`src/rtl/tws_pkg.sv`:
```
// Shared types, constants and pipeline latencies for the tone waveform sample core.
`timescale 1ns / 1ps
package tws_pkg;

   // Input beat and result beat
   typedef struct packed {
      logic [31:0] phase_turns;
      logic [2:0]  waveform_select;
      logic [23:0] frequency_hz;
   } req_type;

   typedef struct packed {
      logic signed [15:0] sample_value;
      logic [31:0]        phase_step;
   } rsp_type;

   typedef enum logic [2:0] {
      WAVE_SINE     = 3'd0,
      WAVE_SQUARE   = 3'd1,
      WAVE_SAW      = 3'd2,
      WAVE_TRIANGLE = 3'd3,
      WAVE_WHITE    = 3'd4,
      WAVE_PINK     = 3'd5
   } wave_type;

   localparam int unsigned RATE_W = 18;
   localparam logic [RATE_W-1:0] RATE_RESET = 18'd48000;

   // Frequency clamp in Hz with 8 fraction bits (20 Hz and 20 kHz)
   localparam logic [22:0] FREQ_MIN = 23'd5120;
   localparam logic [22:0] FREQ_MAX = 23'd5120000;

   // Sine series in Q30
   localparam logic [30:0] Q30_ONE = 31'h4000_0000;
   localparam logic [30:0] HALF_PI = 31'd1686629713;
   localparam int unsigned N_TERMS = 6;
   localparam logic [7:0] TERM_DIV [N_TERMS] = '{8'd156, 8'd110, 8'd72, 8'd42, 8'd20, 8'd6};
   // floor(2^32 / divisor)
   localparam logic [29:0] TERM_RECIP [N_TERMS] = '{30'd27531841, 30'd39045157,
      30'd59652323, 30'd102261126, 30'd214748364, 30'd715827882};
   localparam logic [15:0] SAMPLE_MAX = 16'd32767;

   // Gain 0.8 path: round(mag / (5 * 2^15))
   localparam logic [34:0] GAIN_BIAS  = 35'd81920;
   localparam logic [17:0] RECIP_FIVE = 18'd209715;  // floor(2^20 / 5)

   // Register stages of each unit
   localparam int unsigned SINE_LAT = 3 + 3 * N_TERMS + 2;
   localparam int unsigned WAVE_LAT = 3;
   localparam int unsigned DIV_STEPS = 12;
   localparam int unsigned DIV_LAT  = DIV_STEPS + 1;
   localparam int unsigned OUT_LAT  = SINE_LAT + 1;

endpackage

```
`src/rtl/tws_wave.sv`:
```
// Square, sawtooth and triangle samples with gain 0.8, three stages.
`timescale 1ns / 1ps
module tws_wave
   import tws_pkg::*;
(
   input  logic               clock,
   input  logic [31:0]        phase,
   input  logic [2:0]         select,
   output logic signed [15:0] sample
);

   // Build the unscaled shape in units of 2^-32
   logic signed [34:0] shape;
   logic [31:0]        tri_abs;
   logic [34:0]        mag;
   logic [34:0]        biased;
   always_comb begin
      tri_abs = phase[31] ? (phase - 32'h8000_0000) : (32'h8000_0000 - phase);
      unique case (select)
         WAVE_SQUARE:   shape = phase[31] ? -35'sh1_0000_0000 : 35'sh1_0000_0000;
         WAVE_SAW:      shape = $signed({2'b00, phase, 1'b0}) - 35'sh1_0000_0000;
         WAVE_TRIANGLE: shape = $signed({1'b0, tri_abs, 2'b00}) - 35'sh1_0000_0000;
         default:       shape = '0;
      endcase
      mag    = shape[34] ? $unsigned(-shape) : $unsigned(shape);
      biased = mag + GAIN_BIAS;
   end

   logic [17:0] y1_ff, y2_ff;
   logic        neg1_ff, neg2_ff;
   always_ff @(posedge clock) begin
      y1_ff   <= biased[32:15];
      neg1_ff <= shape[34];
   end

   // Divide by five through a reciprocal
   logic [35:0] prod;
   logic [15:0] q0_ff;
   assign prod = {18'd0, y1_ff} * {18'd0, RECIP_FIVE};
   always_ff @(posedge clock) begin
      q0_ff   <= prod[35:20];
      y2_ff   <= y1_ff;
      neg2_ff <= neg1_ff;
   end

   // Correct the estimate and apply sign
   logic [17:0] rem;
   logic [15:0] quo;
   logic signed [15:0] sample_ff;
   assign rem = y2_ff - ({2'b00, q0_ff} * 18'd5);
   assign quo = (rem >= 18'd5) ? (q0_ff + 16'd1) : q0_ff;
   always_ff @(posedge clock) begin
      sample_ff <= neg2_ff ? -$signed(quo) : $signed(quo);
   end
   assign sample = sample_ff;

endmodule

```
`config.mk`:
```
export PLATFORM = sky130hd
export DESIGN_NAME = tws_wave
export DESIGN_NICKNAME = d
export VERILOG_FILES = /design/src/rtl/tws_pkg.sv /design/src/rtl/tws_wave.sv
export SDC_FILE = /design/constraint.sdc
export NUM_CORES = 1
export LEC_CHECK = 0
export BUFFER_PORTS_ARGS = -buffer_cell sky130_fd_sc_hd__buf_4
export CAP_MARGIN = 20
export CELL_PAD_IN_SITES_DETAIL_PLACEMENT = 1
export CELL_PAD_IN_SITES_GLOBAL_PLACEMENT = 1
export CORE_ASPECT_RATIO = 0.75
export CORE_MARGIN = 2
export CORE_UTILIZATION = 54
export CTS_CLUSTER_SIZE = 10
export DETAILED_ROUTE_END_ITERATION = 6
export GPL_TIMING_DRIVEN = 0
export PLACE_DENSITY = 0.95
export SETUP_SLACK_MARGIN = 0.4
export SLEW_MARGIN = 20
export SYNTH_ARGS = -nofsm -noshare
export SYNTH_HDL_FRONTEND = slang
export SYNTH_SLANG_ARGS = --single-unit
```
`constraint.sdc`:
```
create_clock -name clock -period 13.4 [get_ports clock]
set_clock_uncertainty 0.2 [all_clocks]
set_input_delay 2.68 -clock clock [delete_from_list [all_inputs] [get_ports clock]]
set_output_delay 2.68 -clock clock [all_outputs]
set_load 0.02 [all_outputs]
```
# Word level (Yosys, flattened, before mapping)
# Cells that the tools add are included.
# classes
n_addsub	9
n_mul	2
n_lt_le_gt_ge	1
n_eq_ne	3
mux	6
# op_table
cell	count
$pmux W35 S3	1
$mul A18 B18 Y36 const B	1
$mux W35	1
$sub A34 B33 Y35 const B	1
$sub A33 B33 Y34 const B	1
$add A33 B17 Y33 const B	1
$mux W33	1
$neg A33 Y33	1
$mux W16	2
$mux W32	1
$sub A32 B32 Y32 const A	1
$sub A32 B32 Y32 const B	1
$ge A18 B3 Y1 const B	1
$mul A16 B3 Y18 const B	1
$sub A18 B18 Y18	1
$add A16 B1 Y16 const B	1
$neg A16 Y16	1
$eq A3 B2 Y1 const B	2
$eq A3 B1 Y1 const B	1
# word_totals
ff_bits	70
inputBits	36
output_inout_bits	16
word_cells	27

# Longest topological paths before layout
# logic_depth
depth_word	7
ltp_mapped	23
depth_no_buf	23

# Worst setup path before layout
# OpenSTA, ideal clock, no wires.
# synth_path
path_kind	input to register
startpoint	input port phase[18]
endpoint	register y1_ff[9]
setup_time_ps	72
t_arrival_ps	6647
required_time_ps	13128
path_slack_ps	6482
stages	18
n_path_buf	3
path_cell_list	clkbuf_1 or4_1 nor3_2 and4_1 nor4b_1 a211oi_2 buf_2 buf_1 nor2_1 xnor2_1 ha_1 nand2b_1 a21oi_1 o32ai_1 a21boi_2 mux2_1 nor2_1 xor2_1
# synth_between
elab_chain_cells	7
elab_cells_between_ends	9
cone_classes	6 x add/sub; 3 x mux
# synth_rtl
element	line	text
from (decl)	tws_wave.sv:7	input logic [31:0] phase,
$sub A32 B32 Y32	tws_wave.sv:18	tri_abs = phase[31] ? (phase - 32'h8000_0000) : (32'h8000_0000 - phase);
$mux W32	tws_wave.sv:18	
$sub A34 B33 Y35	tws_wave.sv:22	WAVE_TRIANGLE: shape = $signed({1'b0, tri_abs, 2'b00}) - 35'sh1_0000_0000;
$pmux W35 S3 *	tws_wave.sv:19	unique case (select)
$neg A33 Y33	tws_wave.sv:25	mag = shape[34] ? $unsigned(-shape) : $unsigned(shape);
$mux W33 *	tws_wave.sv:25	
$add A33 B17 Y33 *	tws_wave.sv:26	biased = mag + GAIN_BIAS;
named net biased[24]	tws_wave.sv:16	logic [34:0] biased;
to (signal assigned)	tws_wave.sv:32	y1_ff <= biased[32:15];
to (decl)	tws_wave.sv:29	logic [17:0] y1_ff, y2_ff;
# Mark *: on every way through the listed nets, which the timed path passes. The rest lies on a longest branch.

# Final worst setup path
# layout_path
startpoint	input port phase[12]
endpoint	register y1_ff[9]
# Same word-level chain as after synthesis.

==> qor.txt <==
share of post-route cells with drive strength above 1 -> 7.97%
# IOs -> 52
Worst-Margin Slew -> 0.967 ns
top_reg_cell synth -> dfxtp_1
CP Data Required Time -> 13.49 ns
fin crit share -> 59.3%
antenna violations before repair -> 1
Reg-to-Reg End -> q0_ff[15]$_DFF_P_
critical path data arrival time -> 8.04 ns
WL/cell -> 24.8 um
via count -> 10615
Hold Crit Start -> neg1_ff$_DFF_P_
DRT iter0 DRCs -> 903
width of the die -> 174 um
first-pass GRT wire length -> 65100 um
MaxCap Viol Count -> 0
CTS buffer count -> 9
CTS max path bufs -> 2
Core ar. -> 21100 um2
Routed Antenna Nets -> 0
syn nets -> 1671
Rel. slew slack -> 35.0%
final wirelength -> 41700 um
min Tclk post-route -> 7.95 ns
FP Rows -> 46
CP peak stage delay -> 0.57 ns
sum of negative setup slack -> 0 ns
syn_area_per_cell -> 8.75 um2
hold depth -> 0
Synth Cell Area -> 11600 um2
Highest Clock Rate -> 0.126 GHz
min-delay worst type -> flop to flop
Post-Synthesis Cells -> 1330
post-synthesis async set-or-reset flop share -> 0%
H-tree levels -> 3
Initial DRT Pass Iterations -> 5
# port buffers -> 47
final setup violation count -> 0
Worst-path clk slew -> 0.07 ns
clock root cell -> clkbuf_16
kind of critical path -> input port to flop
Reg2Reg Setup Slack -> 6.49 ns
Slew Limit Fails -> 0
vias per cell -> 6.31
WHS Endpoint -> neg2_ff$_DFF_P_
Setup crit end kind -> flop
Syn. warnings -> 0
FF-to-FF path depth -> 20
worst-path cell chain -> buf_4, or4_4, nor4_2, clkbuf_1, a211oi_1, a211oi_2, buf_2, buf_1, nor2_1, xnor2_1, ha_1, nand2b_1, a21oi_1, o32ai_1, a21boi_2, mux2_1, nor2_1, xor2_1
crit-path most repeated cell -> nor2_1
DP HPWL -> 33300 um
Synth cell types -> 98
Initial Util -> 55.1%
crit path max fanout -> 10
worst r2r src -> y1_ff[8]$_DFF_P_
GR Overflow Total -> 0
Hold-fix buffers, CTS -> 0
Seq/Total Area, Yosys -> 12.0%
die area -> 22800 um2
area grow syn2layout -> 8.81%
DIE HEIGHT -> 131 um
largest net degree at the start of global routing -> 17
DRC -> 0
Final Hold Vio Count -> 0
RSZ-0062 raised after global routing -> false
worst skew pair latency -> 0.36 ns
Final nets -> 1729
CTS sink count -> 70
Post-synth EDFFs -> 0
Placer Congestion -> 0.949
status -> finished, final reports clean
Post-Route Utilization -> 60.0%
post-CTS setup buffer count -> 0
post-CTS sizing -> 0
Tot GR Track Use -> 37.1%
slowest CP cell -> or4_4
CTS tree -> built
vias in the first global route -> 11632
#FFs+latches synth -> 70
Setup crit start kind -> input port
## routing by layer
metal  track usage, %  share of wire (%)  up-vias
met2             63.4                 48      579
met1             45.7                 39     5266
met5                0                  0        -
met4             15.5                4.6        0
met3             7.67                8.4      157
li1                 -                  -     4613
## stage by stage
stage          area, um2  setup WS, ns  hold WS [ns]  std cells
3_5_place_dp       12400          5.25         0.114       1665
4_1_cts            12700          5.58         0.138       1681
6_report           12700          5.45         0.137       1682
2_1_floorplan      11600          6.48         0.110       1330
3_3_place_gp       12400          5.37         0.117       1665
5_1_grt            12700          5.18         0.144       1681
## logic make-up after synthesis
kind of cell,count (synthesis),share of synthesized area (%)
AOI/OAI and AO/OA,230,14.1
xor gates and xnor gates,92,7.08
adders and majority gates,305,40.8
buffers and inverters,296,9.71
DFF,70,12.0
muxes,12,1.13
and+or+nand+nor,325,15.1
## final cells by class
type	count	area, um2
multi-input combinational	964	9120
fill	2524	8460
sequential	70	1400
inverter	266	998
tap	288	360
timing repair buffer	47	353
clock buffer	9	225
buffer	30	131
clock inverter	7	73.8
antenna	1	2.50
## cell usage in the layout, fill, tap and decap left out, types with 18 or more instances in the layout
cell type    n
nor2_1      75
ha_1       180
nand2_1     66
nor3_1      34
xor2_1      32
clkbuf_1    22
nand3_1     27
dfxtp_1     70
o21ai_0     30
a31oi_1     18
buf_4       47
xnor2_1     59
inv_1      264
fa_1       125
a21oi_1     52
## worst max-delay path, delay by kind of cell
family          cells  cell delay (ns)
compound gates      5             1.47
mux                 1             0.36
buf+inv             4             1.37
xor+xnor            2             0.31
fa+ha+maj           1             0.30
simple gates        5             1.51
## synthesized netlist by cell type, types with 7 or more instances
cell | instances | area share [%]
nand3_1 | 27 | 1.2
nor3_1 | 34 | 1.5
nor2_1 | 75 | 2.4
nor3b_1 | 7 | 0.45
xnor2_1 | 59 | 4.4
clkbuf_1 | 22 | 0.71
a211oi_1 | 12 | 0.77
a21o_1 | 10 | 0.64
or3_1 | 12 | 0.64
o21a_1 | 10 | 0.64
dfxtp_1 | 70 | 12
xor2_1 | 32 | 2.4
o21ai_1 | 8 | 0.34
o31ai_1 | 9 | 0.58
a31oi_1 | 18 | 0.97
nand2b_1 | 12 | 0.64
a41oi_1 | 8 | 0.60
nor4_1 | 8 | 0.43
a21oi_1 | 52 | 2.2
nand2_1 | 66 | 2.1
fa_1 | 125 | 21
and3_1 | 14 | 0.75
nor2b_1 | 11 | 0.59
nand4_1 | 9 | 0.48
o21ai_0 | 30 | 1.3
mux2i_1 | 7 | 0.60
ha_1 | 180 | 19
inv_1 | 264 | 8.5
## sequential cells by signal (all words and copies together) (netlist names)
signal / flops
y1_ff: 18
q0_ff: 16
sample: 16
neg1_ff: 1
neg2_ff: 1
y2_ff: 18
## worst max path at each step
stage	start	endpoint	slack, ns	cells past startpoint
CTS	phase[12]	y1_ff[9]$_DFF_P_	5.58	18
detailed placement	phase[12]	y1_ff[9]$_DFF_P_	5.25	18
floorplan	phase[18]	y1_ff[9]$_DFF_P_	6.48	18
global placement	phase[12]	y1_ff[9]$_DFF_P_	5.37	18
finish	phase[12]	y1_ff[9]$_DFF_P_	5.45	18
global route	phase[12]	y1_ff[15]$_DFF_P_	5.18	18
Power is not shown: default switching activity piles up to over one toggle a cycle in this logic, so the estimate is an artifact.
