### src/rtl/tws_pkg.sv
// Shared types, constants and pipeline latencies for the tone waveform sample core.
`timescale 1ns / 1ps
package tws_pkg;

   // Input beat and result beat
   typedef struct packed {
      logic [31:0] phase_turns;
      logic [2:0]  waveform_select;
      logic [23:0] frequency_hz;
   } req_type;

   typedef struct packed {
      logic signed [15:0] sample_value;
      logic [31:0]        phase_step;
   } rsp_type;

   typedef enum logic [2:0] {
      WAVE_SINE     = 3'd0,
      WAVE_SQUARE   = 3'd1,
      WAVE_SAW      = 3'd2,
      WAVE_TRIANGLE = 3'd3,
      WAVE_WHITE    = 3'd4,
      WAVE_PINK     = 3'd5
   } wave_type;

   localparam int unsigned RATE_W = 18;
   localparam logic [RATE_W-1:0] RATE_RESET = 18'd48000;

   // Frequency clamp in Hz with 8 fraction bits (20 Hz and 20 kHz)
   localparam logic [22:0] FREQ_MIN = 23'd5120;
   localparam logic [22:0] FREQ_MAX = 23'd5120000;

   // Sine series in Q30
   localparam logic [30:0] Q30_ONE = 31'h4000_0000;
   localparam logic [30:0] HALF_PI = 31'd1686629713;
   localparam int unsigned N_TERMS = 6;
   localparam logic [7:0] TERM_DIV [N_TERMS] = '{8'd156, 8'd110, 8'd72, 8'd42, 8'd20, 8'd6};
   // floor(2^32 / divisor)
   localparam logic [29:0] TERM_RECIP [N_TERMS] = '{30'd27531841, 30'd39045157,
      30'd59652323, 30'd102261126, 30'd214748364, 30'd715827882};
   localparam logic [15:0] SAMPLE_MAX = 16'd32767;

   // Gain 0.8 path: round(mag / (5 * 2^15))
   localparam logic [34:0] GAIN_BIAS  = 35'd81920;
   localparam logic [17:0] RECIP_FIVE = 18'd209715;  // floor(2^20 / 5)

   // Register stages of each unit
   localparam int unsigned SINE_LAT = 3 + 3 * N_TERMS + 2;
   localparam int unsigned WAVE_LAT = 3;
   localparam int unsigned DIV_STEPS = 12;
   localparam int unsigned DIV_LAT  = DIV_STEPS + 1;
   localparam int unsigned OUT_LAT  = SINE_LAT + 1;

endpackage

### src/rtl/tws_div.sv
// Phase step divider: clamped frequency over sample rate, four quotient bits a stage.
`timescale 1ns / 1ps
module tws_div
   import tws_pkg::*;
(
   input  logic              clock,
   input  logic [23:0]       freq,
   input  logic [RATE_W-1:0] rate,
   output logic [31:0]       step
);

   // Clamp and form the rounded dividend
   logic [22:0] fclamp;
   always_comb begin
      priority if (freq < {1'b0, FREQ_MIN}) begin
         fclamp = FREQ_MIN;
      end else if (freq > {1'b0, FREQ_MAX}) begin
         fclamp = FREQ_MAX;
      end else begin
         fclamp = freq[22:0];
      end
   end

   logic [47:0]       num_w  [DIV_STEPS+1];
   logic [RATE_W-1:0] rem_w  [DIV_STEPS+1];
   logic [31:0]       quo_w  [DIV_STEPS+1];
   logic [RATE_W-1:0] dv_w   [DIV_STEPS+1];
   logic              zero_w [DIV_STEPS+1];

   logic [47:0]       num0_ff;
   logic [RATE_W-1:0] dv0_ff;
   logic              zero0_ff;
   always_ff @(posedge clock) begin
      num0_ff  <= {1'b0, fclamp, 24'd0} + {31'd0, rate[RATE_W-1:1]};
      dv0_ff   <= rate;
      zero0_ff <= (rate == '0);
   end
   assign num_w[0]  = num0_ff;
   assign rem_w[0]  = '0;
   assign quo_w[0]  = '0;
   assign dv_w[0]   = dv0_ff;
   assign zero_w[0] = zero0_ff;

   // Restoring division, four bits per stage
   for (genvar s = 0; s < DIV_STEPS; s++) begin : g_step
      logic [47:0]       num_c;
      logic [RATE_W-1:0] rem_c;
      logic [31:0]       quo_c;
      logic [RATE_W:0]   trial;
      logic [47:0]       num_ff;
      logic [RATE_W-1:0] rem_ff;
      logic [31:0]       quo_ff;
      logic [RATE_W-1:0] dv_ff;
      logic              zero_ff;
      always_comb begin
         num_c = num_w[s];
         rem_c = rem_w[s];
         quo_c = quo_w[s];
         trial = '0;
         for (int b = 0; b < 4; b++) begin
            trial = {rem_c, num_c[47]};
            num_c = {num_c[46:0], 1'b0};
            if (trial >= {1'b0, dv_w[s]}) begin
               rem_c = RATE_W'(trial - {1'b0, dv_w[s]});
               quo_c = {quo_c[30:0], 1'b1};
            end else begin
               rem_c = trial[RATE_W-1:0];
               quo_c = {quo_c[30:0], 1'b0};
            end
         end
      end
      always_ff @(posedge clock) begin
         num_ff  <= num_c;
         rem_ff  <= rem_c;
         quo_ff  <= quo_c;
         dv_ff   <= dv_w[s];
         zero_ff <= zero_w[s];
      end
      assign num_w[s+1]  = num_ff;
      assign rem_w[s+1]  = rem_ff;
      assign quo_w[s+1]  = quo_ff;
      assign dv_w[s+1]   = dv_ff;
      assign zero_w[s+1] = zero_ff;
   end

   // Zero rate forces a zero step
   assign step = zero_w[DIV_STEPS] ? 32'd0 : quo_w[DIV_STEPS];

endmodule

### config.mk
export PLATFORM = sky130hd
export DESIGN_NAME = tws_div
export DESIGN_NICKNAME = d
export VERILOG_FILES = /design/src/rtl/tws_pkg.sv /design/src/rtl/tws_div.sv
export SDC_FILE = /design/constraint.sdc
export NUM_CORES = 2
export LEC_CHECK = 0
export ABC_AREA = 1
export BUFFER_PORTS_ARGS = -buffer_cell sky130_fd_sc_hd__buf_4
export CORE_UTILIZATION = 55
export DETAILED_ROUTE_END_ITERATION = 12
export HOLD_SLACK_MARGIN = 0.12
export PLACE_DENSITY_LB_ADDON = 0.08
export SETUP_SLACK_MARGIN = 0.3
export SYNTH_ARGS = -nofsm -noshare
export SYNTH_HDL_FRONTEND = slang
export SYNTH_SLANG_ARGS = --single-unit
### constraint.sdc
create_clock -name clock -period 14.6 [get_ports clock]
set_clock_uncertainty 0.05 [all_clocks]
set_input_delay 0 -clock clock [delete_from_list [all_inputs] [get_ports clock]]
set_output_delay 0 -clock clock [all_outputs]
set_load 0.01 [all_outputs]
Yosys cells after proc, flatten, opt, wreduce, memory -nomap -nowiden
Cells that the tools add are included.
{"block": "word_totals", "rom_bits": 0, "ram_bits": 0, "regBits": 883, "input_bits": 43, "wordCells": 237, "latch_bits": 0, "memories": 0, "out_inout_bits": 32}
{"block": "classes", "reduce_logical": 1, "n_lt_le_gt_ge": 50, "shift": 0, "n_eq_ne": 0, "addsub": 48, "n_div": 0, "n_bitwise": 0, "multipliers": 0, "mux": 82}
{"op": "$ge A19 B18 Y1", "count": 47}
{"op": "$mux W18", "count": 47}
{"op": "$sub A18 B18 Y18", "count": 46}
{"op": "$add A47 B17 Y48", "count": 1}
{"op": "$mux W23", "count": 2}
{"op": "$mux W1", "count": 32}
{"op": "$mux W32", "count": 1}
{"op": "$gt A24 B23 Y1 const B", "count": 1}
{"op": "$lt A24 B13 Y1 const B", "count": 1}
{"op": "$ge A1 B18 Y1", "count": 1}
{"op": "$logic_not A18 Y1", "count": 1}
{"op": "$sub A1 B18 Y18", "count": 1}

Longest topological paths before layout
{"block": "logic_depth", "ltp_word": 8, "depth_mapped": 63, "ltp_nobuf": 58}

Worst setup path after synthesis
No wires, ideal clock.
{"block": "synth_path", "kind": "reg2reg", "start": "register g_step[2].dv_ff[1]", "end": "register g_step[3].rem_ff[10]", "slack_ns": 6.912, "period_less_slack_ns": 7.688, "setup_ns": 0.113, "required_ns": 14.437, "arrival_ns": 7.524, "stages_incl_launch_ff": 53, "path_cell_list": "dfxtp_1 > inv_1 > ha_1 > nand3_1 > nand3_1 > nand2_1 > nand3_2 > nand3b_4 > nand2_4 > inv_2 > buf_2 > nand2_1 > o21ai_0 > ha_1 > nand2_1 > inv_1 > a21oi_2 > nand2_1 > [... 17 more ...] > nand3_2 > buf_6 > buf_4 > nand2_1 > nand2_2 > ha_1 > a21o_1 > nor3_2 > o21ai_1 > a21oi_2 > o21ai_1 > nand3_1 > nand2_1 > a21oi_2 > nand2_4 > buf_6 > nand2_1 > nand2_1"}
{"block": "synth_via", "elab_chain_cells": 8}
{"item": "start, declared", "line_no": "tws_div.sv:53", "source": "logic [RATE_W-1:0] dv_ff;"}
{"item": "start signal, assigned", "line_no": "tws_div.sv:76", "source": "dv_ff <= dv_w[s];"}
{"item": "$sub A18 B18 Y18 / $ge A19 B18 Y1 (equally long branches)", "line_no": "tws_div.sv:64, tws_div.sv:63"}
{"item": "$mux W18", "line_no": "tws_div.sv:63", "source": "if (trial >= {1'b0, dv_w[s]}) begin"}
{"item": "$sub A18 B18 Y18 / $ge A19 B18 Y1 (equally long branches)", "line_no": "tws_div.sv:64, tws_div.sv:63"}
{"item": "$mux W18", "line_no": "tws_div.sv:63"}
{"item": "$sub A18 B18 Y18 / $ge A19 B18 Y1 (equally long branches)", "line_no": "tws_div.sv:64, tws_div.sv:63"}
{"item": "$mux W18", "line_no": "tws_div.sv:63"}
{"item": "$sub A18 B18 Y18 / $ge A19 B18 Y1 (equally long branches)", "line_no": "tws_div.sv:64, tws_div.sv:63"}
{"item": "$mux W18 *", "line_no": "tws_div.sv:63"}
{"item": "named net g_step[3].rem_c[10]", "line_no": "tws_div.sv:47", "source": "logic [RATE_W-1:0] rem_c;"}
{"item": "end signal, assigned", "line_no": "tws_div.sv:74", "source": "rem_ff <= rem_c;"}
{"item": "end, declared", "line_no": "tws_div.sv:51", "source": "logic [RATE_W-1:0] rem_ff;"}
Mark *: on every way through the listed nets, which the timed path passes. The rest lies on a longest branch.

Final worst setup path
{"block": "layout_path", "start": "register g_step[4].dv_ff[10]", "end": "register g_step[5].rem_ff[17]"}
{"block": "layout_via", "elab_chain_cells": 8}
{"item": "start, declared", "line_no": "tws_div.sv:53"}
{"item": "start signal, assigned", "line_no": "tws_div.sv:76"}
{"item": "$sub A18 B18 Y18 / $ge A19 B18 Y1 (equally long branches)", "line_no": "tws_div.sv:64, tws_div.sv:63"}
{"item": "$mux W18", "line_no": "tws_div.sv:63"}
{"item": "$sub A18 B18 Y18 / $ge A19 B18 Y1 (equally long branches)", "line_no": "tws_div.sv:64, tws_div.sv:63"}
{"item": "$mux W18", "line_no": "tws_div.sv:63"}
{"item": "$sub A18 B18 Y18 / $ge A19 B18 Y1 (equally long branches)", "line_no": "tws_div.sv:64, tws_div.sv:63"}
{"item": "$mux W18", "line_no": "tws_div.sv:63"}
{"item": "$sub A18 B18 Y18 / $ge A19 B18 Y1 (equally long branches)", "line_no": "tws_div.sv:64, tws_div.sv:63"}
{"item": "$mux W18 *", "line_no": "tws_div.sv:63"}
{"item": "named net g_step[5].rem_c[17]", "line_no": "tws_div.sv:47"}
{"item": "end signal, assigned", "line_no": "tws_div.sv:74"}
{"item": "end, declared", "line_no": "tws_div.sv:51"}
Marks and branches as above.

==> results.cfg <==
[grt]
grt_max_degree = 35
overflow = 0
first_global_vias = 59498
top_usage_layer = met2
grt_pass1_wl_um = 310000
grtUsageMet1_pct = 42.4
grt.total_usage_pct = 32.6
use_met2_pct = 54.8
antenna_found_initial = 8
use_met3_pct = 3.76

[clocking]
htree_num_levels = 3
post_cts_buffers = 0
cts_tree = yes
ctsResizeCount = 0
cts_buffer_depth = 3
insertion_delay_ps = 710
clockRootBuffer = clkbuf_16
cts_buffers = 77
cts.sinks = 654
cts.clk_slew.worst_paths_ps = 60

[sta]
relSlewSlack_pct = 13.2
finalHoldViolCount = 0
finalSetupViolCount = 0
timing.hold.ws_ps = 232
min_period_ps = 10940
final.period_utilization_pct = 74.9
fmax_ghz = 0.0914
rsz0062_at_grt = false
worst_pin_slew_ps = 1300
finalMaxSlewViolations = 0
fin_tns_setup_ps = 0

[drt]
drtPass1Iterations = 6
drc_errors = 0
drtIter0Drc = 5177
drt-total-wl_um = 197000
viasPerCell = 5.55
ant_nets = 0
num_vias = 63606
routedWlPerCell_um = 17.2

[floorplanning]
dieWidth_um = 344
start_util_pct = 55.8
die_h_um = 344
dieArea_um2 = 118000
io_pins = 75
core_area_um2 = 115000
core.rowCount = 124

[final_layout]
final_common_cell = nand2_1
mostFrequentLayoutCells = 3021 x nand2_1, 1069 x inv_1, 842 x ha_1
n_fill_cell = 11127
nets = 10810
final_cell_area_um2 = 69400
syn2layout_area_growth_pct = 8.17
drive_gt1_share_pct = 4.14

[yosys]
yosys.cell_types.count = 61
syn-instance-count = 9763
yosys_warnings = 0
syn_area_per_cell_um2 = 6.57
seq_area_frac_synth_pct = 20.4
syn_area_um2 = 64100
synth-seq-cells = 654

[placed_design]
post_dp_cell_area_um2 = 65700
portBuffers = 74
dp_hpwl_um = 160000
gp_congestion = 0.998

[outcome]
status = finished, final reports clean

[critical_path]
cp_common_cell = nand2_1
ff2ff_setup_slack_ps = 3660
arrival_ps = 11480
rr_worst_depth = 46
crit_type = reg -> reg
max_stage_delay_ps = 620
r2r-start = g_step[4].dv_ff[10]
startpoint_type = register
rr_endpoint = g_step[5].rem_ff[17]
crit_required_ps = 15150
critical_path.slowest_cell = inv_1
end_kind = register
path_max_fanout = 32
crit_start = g_step[4].dv_ff[10]

[min_path]
min_from = rate[15]
whs_endpoint = zero0_ff
hold_path_depth = 5
holdCritPathClass = in -> reg

[job]
maxCapViolations = 0
[flip-flops by register name (all words and copies together) (netlist names)]
register	count
g_step.rem_ff	198
g_step.dv_ff	191
g_step.quo_ff	144
g_step.num_ff	67
num0_ff	23
dv0_ff	18
g_step.zero_ff	12
zero0_ff	1
[worst max-delay path, delay by kind of cell, from the launching register on]
family,cells,cell delay [ps]
AO/OA/AOI/OAI,12,3440
adder cells (fa/ha/maj),4,1390
buffers and inverters,4,1050
flip-flops,1,540
AND/OR/NAND/NOR,26,4350
[cells by family (layout without fill, tap and decap cells)]
group,count (synthesis),in the layout,synth area share [%]
AO/OA/AOI/OAI,1721,1721,14.7
XOR/XNOR,661,661,9.02
adder cells (fa/ha/maj),883,883,17.7
buffers and inverters,1239,1413,7.93
flip-flops,654,654,20.4
other,1,9,0.00585
AND/OR/NAND/NOR,4604,4604,30.3
[synthesized netlist by cell type, drive strengths merged]
cell type  count  area, um2
nand2       3075      11700
inv         1089       4100
ha           842      10500
a21oi        818       4150
dfxtp        654      13100
nand3        644       3420
o21ai        618       3130
nor2         582       2330
xor2         342       3000
xnor2        319       2790
buf          125        891
nand4        106        663
nor3          62        320
a21o          60        450
a31oi         56        350
nand3b        51        395
o21bai        45        338
fa            41        821
or2           37        231
nor4          30        209
o21a          29        218
a21boi        24        180
clkbuf        21       78.8
a221oi        20        175
o211ai        13       97.6
a211oi        11       82.6
o31ai         10       75.1
and2           8       50.1
o2111ai        6       52.6
a41oi          5       43.8
and3           4       25.0
clkinv         4       21.3
nor3b          4       30.0
o31a           3       26.3
o221ai         2       17.5
a41o           1       10.0
conb           1       3.75
nor2b          1       6.26
[through the flow]
stage / worst slack [ps] / cells / util [%]
detailed placement: 3760 / 11216 / 57.1
CTS: 3720 / 11456 / 60.3
floorplan: 6910 / 9770 / -
global placement: 3710 / 11216 / 57.1
finish: 3660 / 11457 / 60.4
global route: 2640 / 11456 / 60.4
[layout make-up]
class / count / area (um2) / area share [%]
clock inverter: 45 / 591 / 0.851
timing repair buffer: 181 / 1610 / 2.32
tap: 1512 / 1890 / 2.73
inverter: 1093 / 4120 / 5.93
multi-input combinational: 7877 / 46000 / 66.3
antenna: 1 / 2.50 / 0.00361
clock buffer: 94 / 2080 / 3.00
sequential: 654 / 13100 / 18.9
[how the worst max path moves through the flow]
stage,depth (start not counted),slack (ps),to
finish,46,3660,g_step[5].rem_ff[17]
global route,48,2640,g_step[5].rem_ff[17]
CTS,48,3720,g_step[5].rem_ff[17]
detailed placement,46,3760,g_step[5].rem_ff[17]
global placement,46,3710,g_step[5].rem_ff[17]
floorplan,52,6910,g_step[3].rem_ff[10]
[repair_timing]
| action | CTS | global route |
|---|---|---|
| setup endpoints to repair | 0 | 0 |
| hold endpoints to repair | 42 | 0 |
| hold buffers | 101 | 0 |
[per-layer routing]
metal | up-vias | routed length (um)
met2 | 1859 | 90400
met4 | 4 | 7870
met1 | 28883 | 88300
li1 | 32482 | -
met3 | 378 | 10600
met5 | - | 32
Power is not shown: default switching activity piles up to over one toggle a cycle in this logic, so the estimate is an artifact.
